`src/sat_pkg.sv`:
```
// shared constants, gear tables and phase codes for the scope auto-set timebase
// no dependencies

package sat_pkg;

  localparam int SAMPLES_PER_BLOCK = 256;

  localparam int FREQ_W   = 24;
  localparam int SPB_W    = $clog2(SAMPLES_PER_BLOCK + 1);
  localparam int PROD_W   = FREQ_W + SPB_W;
  localparam int DIST_W   = PROD_W + 1;

  // target divisor 80 = 5 << 4, the odd part through a reciprocal multiplication
  localparam int TGT_DIV_SH  = 4;
  localparam int TGT_DIV_ODD = 5;
  localparam int RECIP_SH    = 31;
  localparam int RECIP_W     = 29;
  localparam logic [RECIP_W-1:0] RECIP_ODD =
    RECIP_W'(((64'd1 << RECIP_SH) + 64'(TGT_DIV_ODD) - 64'd1) / 64'(TGT_DIV_ODD));

  localparam int GEAR_CNT = 11;
  localparam int GEAR_W   = 4;
  localparam int RATE_W   = 17;
  localparam int REG_W    = 16;
  localparam int CFG_IDX_W = 2;

  localparam logic [RATE_W-1:0] FAIL_RATE  = RATE_W'(50);
  localparam logic [RATE_W-1:0] RESET_RATE = RATE_W'(50000);
  localparam logic [FREQ_W-1:0] FREQ_MIN_Q4 = FREQ_W'(16);

  localparam logic [RATE_W-1:0] RATE_TABLE [GEAR_CNT] = '{
    RATE_W'(100000), RATE_W'(50000), RATE_W'(20000), RATE_W'(10000),
    RATE_W'(5000), RATE_W'(2000), RATE_W'(1000), RATE_W'(500),
    RATE_W'(200), RATE_W'(100), RATE_W'(50)
  };

  localparam int WAIT_NUM = SAMPLES_PER_BLOCK * 1200;

  localparam logic [RATE_W-1:0] WAIT_TABLE [GEAR_CNT] = '{
    RATE_W'(WAIT_NUM / 100000), RATE_W'(WAIT_NUM / 50000), RATE_W'(WAIT_NUM / 20000),
    RATE_W'(WAIT_NUM / 10000), RATE_W'(WAIT_NUM / 5000), RATE_W'(WAIT_NUM / 2000),
    RATE_W'(WAIT_NUM / 1000), RATE_W'(WAIT_NUM / 500), RATE_W'(WAIT_NUM / 200),
    RATE_W'(WAIT_NUM / 100), RATE_W'(WAIT_NUM / 50)
  };

  typedef enum logic [2:0] {
    PH_IDLE     = 3'd0,
    PH_PREPARE  = 3'd1,
    PH_SET_GEAR = 3'd2,
    PH_WAIT     = 3'd3,
    PH_ANALYZE  = 3'd4,
    PH_LOCKED   = 3'd5,
    PH_FAIL     = 3'd6
  } phase_t;

  typedef enum logic [CFG_IDX_W-1:0] {
    REG_NOISE_THR = 2'd0,
    REG_MIN_WAIT  = 2'd1,
    REG_MAX_WAIT  = 2'd2
  } cfg_reg_t;

endpackage

```
`src/sat_gear_search.sv`:
```
// nearest-gear search: one gear per cycle through a shared distance and compare unit
// depends on sat_pkg

module sat_gear_search import sat_pkg::*; (
  input  logic              clk,
  input  logic              rst,
  input  logic              start,
  input  logic [PROD_W-1:0] target,
  output logic              done,
  output logic [GEAR_W-1:0] best
);

  logic [PROD_W-1:0] tgt;
  logic [GEAR_W-1:0] k;
  logic              busy;
  logic [DIST_W-1:0] best_d;
  logic [PROD_W-1:0] r;
  logic [DIST_W-1:0] d;

  always_comb begin
    r = PROD_W'(RATE_TABLE[k]);
    if (r >= tgt) begin
      d = DIST_W'(r - tgt);
    end else begin
      d = {tgt - r, 1'b0};
    end
  end

  always_ff @(posedge clk) begin
    if (rst) begin
      busy <= 1'b0;
      done <= 1'b0;
      k    <= '0;
    end else begin
      done <= 1'b0;
      if (start) begin
        busy <= 1'b1;
        k    <= '0;
        tgt  <= target;
      end else if (busy) begin
        if (k == '0 || d < best_d) begin
          best_d <= d;
          best   <= k;
        end
        if (k == GEAR_W'(GEAR_CNT - 1)) begin
          busy <= 1'b0;
          done <= 1'b1;
        end else begin
          k <= k + GEAR_W'(1);
        end
      end
    end
  end

endmodule

```
`config.mk`:
```
export PLATFORM = sky130hd
export DESIGN_NAME = sat_gear_search
export DESIGN_NICKNAME = d
export VERILOG_FILES = /design/src/sat_pkg.sv /design/src/sat_gear_search.sv
export SDC_FILE = /design/constraint.sdc
export NUM_CORES = 1
export LEC_CHECK = 0
export BUFFER_PORTS_ARGS = -buffer_cell sky130_fd_sc_hd__buf_2
export CAP_MARGIN = 20
export CORE_UTILIZATION = 38
export CTS_CLUSTER_SIZE = 20
export DETAILED_ROUTE_END_ITERATION = 8
export GPL_TIMING_DRIVEN = 0
export SYNTH_ARGS = -nofsm -noshare
export SYNTH_HDL_FRONTEND = slang
export SYNTH_SLANG_ARGS = --single-unit
```
`constraint.sdc`:
```
create_clock -name clk -period 11.2 [get_ports clk]
set_clock_uncertainty 0.15 [all_clocks]
set_input_delay 0 -clock clk [delete_from_list [all_inputs] [get_ports clk]]
set_output_delay 0 -clock clk [all_outputs]
set_load 0.1 [all_outputs]
```
==> results.py <==
metrics = {
    "die": {
        "die_x_um": 126.5,
        "rows": 45,
        "dieArea_sq_mm": 0.01599,
        "start_util_pct": 38.86,
        "die_y_um": 126.5,
        "pin_count": 41,
        "core_sq_mm": 0.01515,
    },
    "detailed_routing": {
        "drc": 0,
        "via_count": 4770,
        "drt_iter0_drc": 244,
        "wl_met2_mm": 6.449,
        "wl_mm": 13.93,
        "wl_met1_mm": 6.773,
        "dr.max_layer_used": "met4",
        "vias_per_cell": 5.225,
        "wl_met3_um": 375,
        "ant_nets": 0,
        "dr.pass1.iters": 5,
        "avgRoutedWirePerCell_um": 15.25,
    },
    "worst_setup_path": {
        "cp-start-kind": "flip-flop",
        "worstSetupStartpoint": "k[0]",
        "r2r-start": "k[0]",
        "crit_type": "flip-flop to flip-flop",
        "r2r_cells": 21,
        "worstReg2RegEnd": "best_d[1]",
        "path_max_fanout": 26,
        "endpoint": "best_d[1]",
        "critPathArrivalTime_ns": 6.83,
        "cp.required_ns": 11.09,
        "r2r_setup_slack_ns": 4.27,
        "end_kind": "flip-flop",
    },
    "finish": {
        "syn_to_final_growth_pct": 18.94,
        "antenna_cells": 0,
        "layout.cells.most_common": "inv_1",
        "final_layout_size_suffix_gt1_share_pct": 10.34,
        "multi_input_area_sq_mm": 0.003263,
        "n_fill_cell": 1412,
        "nNetsFinal": 832,
        "seqCellArea_sq_mm": 0.002252,
        "final_cell_mix": "80 x inv_1, 74 x ha_1, 71 x edfxtp_1, 55 x a21oi_1, 53 x nand2_1",
    },
    "synthesis": {
        "syn_nets": 744,
        "dominantRegCellSynth": "edfxtp_1",
        "synth-edff-count": 71,
        "ys_seq_area_share_pct": 38.27,
        "synthArstFlopShare_pct": 0,
        "syn-instance-count": 632,
        "ys_types": 56,
        "ys_ff_latch": 77,
        "avgSynthCellArea_sq_um": 9.313,
        "yosysWarnings": 0,
        "netlist_area_sq_mm": 0.005886,
    },
    "cts": {
        "cts_tree": "yes",
        "h-tree-depth": 3,
        "cts_setup_buffers": 0,
        "cts_buffer_depth": 2,
        "clkSinkCount": 77,
        "path_clk_slew_ns": 0.06,
        "insertion_delay_ns": 0.35,
        "cts_root_buffer": "clkbuf_16",
        "numCtsBuffers": 9,
    },
    "sta": {
        "slew-limit-headroom_pct": 36.65,
        "drv_slew": 0,
        "rsz0062_at_grt": "false",
        "tightest_slew_ns": 0.9482,
        "holdWs_ns": 0.2080,
        "min_period_over_period_pct": 61.88,
        "setup_viol": 0,
        "period_needed_ns": 6.930,
        "fmax_mhz": 144.3,
        "setup_tns_ns": 0,
        "finalHoldViolations": 0,
    },
    "global_route": {
        "grt_usage_pct": 18.60,
        "overflow": 0,
        "antenna_found_initial": 0,
        "grt_max_degree": 34,
        "grt_pass1_wl_mm": 23.52,
        "grt_pass1_vias": 4743,
    },
    "pwr": {
        "leakage_uw": 0.002983,
        "ir_drop_mv": 0.06630,
        "power_density_mw_per_mm2": 119.6,
    },
    "hold_path": {
        "hp-class": "input port to flip-flop",
    },
    "run": {
        "drv_cap": 0,
    },
    "placed_design": {
        "place.detailed.hpwl_mm": 10.77,
        "io_buffers": 40,
        "place.gp.congestion": 0.8342,
    },
    "run_status": {
        "outcome": "complete, no violations",
    },
}
[flip-flops by register name (all words and copies together), names as in the netlist]
register and count:
done 1, best 4, k 4, best_d 34, tgt 33, busy 1
[per-stage QoR]
step | total power [uW] | worst slack (ns) | area [sq um] | instances | utilization [%]
floorplan | 498.2 | 3.406 | 5886 | 632 | -
global placement | 544.6 | 0.9332 | 6321 | 860 | 41.73
detailed placement | 551.4 | 4.384 | 6360 | 861 | 41.99
CTS | 840.7 | 4.342 | 7000 | 913 | 46.22
global route | 882.6 | 3.828 | 7000 | 913 | 46.22
finish | 837.3 | 4.270 | 7000 | 913 | 46.22
[critical path, cell delays in order (launching register included)]
cell and delay, ns:
dfxtp_1 0.53, inv_1 0.18, ha_1 0.27, or2_2 0.32
ha_1 0.27, clkbuf_1 0.22, a21oi_1 0.33, nor3_1 0.07
a2111oi_0 0.67, a21oi_1 0.40, nor4_1 0.41, xnor2_1 0.15
a21oi_1 0.29, ha_1 0.32, a21o_1 0.16, a21o_1 0.17
a211oi_1 0.25, o211ai_1 0.12, nor3_1 0.40, o211ai_1 0.21
o21ai_4 0.46, buf_12 0.26
[worst min-delay path by stage]
stage,startpoint,to,slack [ns],depth (start not counted)
finish,target[10],tgt[10],0.21,2
global route,target[31],tgt[31],0.20,2
CTS,target[14],tgt[14],0.20,2
detailed placement,target[11],tgt[11],0.03,1
global placement,target[9],tgt[9],0.03,1
floorplan,rst,busy,-0.08,1
[area by class of cell]
class	instances	area share, %
tap	188	3.360
sequential	77	32.17
clock inverter	7	0.7864
inverter	80	4.290
buffer	21	1.269
timing repair buffer	77	8.293
multi-input combinational	454	46.61
clock buffer	9	3.217
[cell usage after synthesis, drive strengths merged, types with 3 or more instances]
cell / number / area share, %
a211oi: 6 / 0.77
a21o: 17 / 2.2
a21oi: 56 / 5.0
a221oi: 3 / 0.55
a31oi: 6 / 0.64
and2: 3 / 0.32
buf: 3 / 0.36
clkbuf: 18 / 1.1
dfxtp: 6 / 2.0
edfxtp: 71 / 36
ha: 74 / 16
inv: 80 / 5.1
mux2i: 7 / 1.2
nand2: 53 / 3.4
nand2b: 4 / 0.43
nand3: 19 / 1.6
nand4: 8 / 0.85
nor2: 41 / 2.6
nor2b: 4 / 0.43
nor3: 16 / 1.4
nor4: 7 / 0.74
o2111ai: 3 / 0.45
o211ai: 7 / 0.89
o21a: 6 / 0.77
o21ai: 29 / 2.5
o21bai: 5 / 0.64
or2: 6 / 0.64
or3: 5 / 0.53
or4: 4 / 0.57
xnor2: 33 / 4.9
xor2: 6 / 0.89
[where the power goes]
part	switching, uW	leakage (uW)	total, uW	internal, uW
registers	10.4	0.000709	350	340
logic	123	0.00214	208	84.6
clock network	126	0.000133	279	153
total	260	0.00298	837	577
[routing by layer]
layer	track usage, %	up-vias
met2	30.26	81
met4	8.079	0
met3	2.024	21
met5	0	-
li1	-	2429
met1	25.11	2239
[logic make-up after synthesis]
group                    after synthesis  synth area share, %
AO/OA/AOI/OAI                        159                17.67
XOR/XNOR                              39                5.804
adder cells (fa/ha/maj)               76                16.41
buffers and inverters                101                6.611
flip-flops                            77                38.27
multiplexers                           8                1.382
AND/OR/NAND/NOR                      172                13.86
[what timing repair did]
item,CTS,global route
hold endpoints to repair,38,0
hold buffers,36,0
setup endpoints to repair,0,0
resized for setup,0,0
Power figures use the tool's default switching activity.
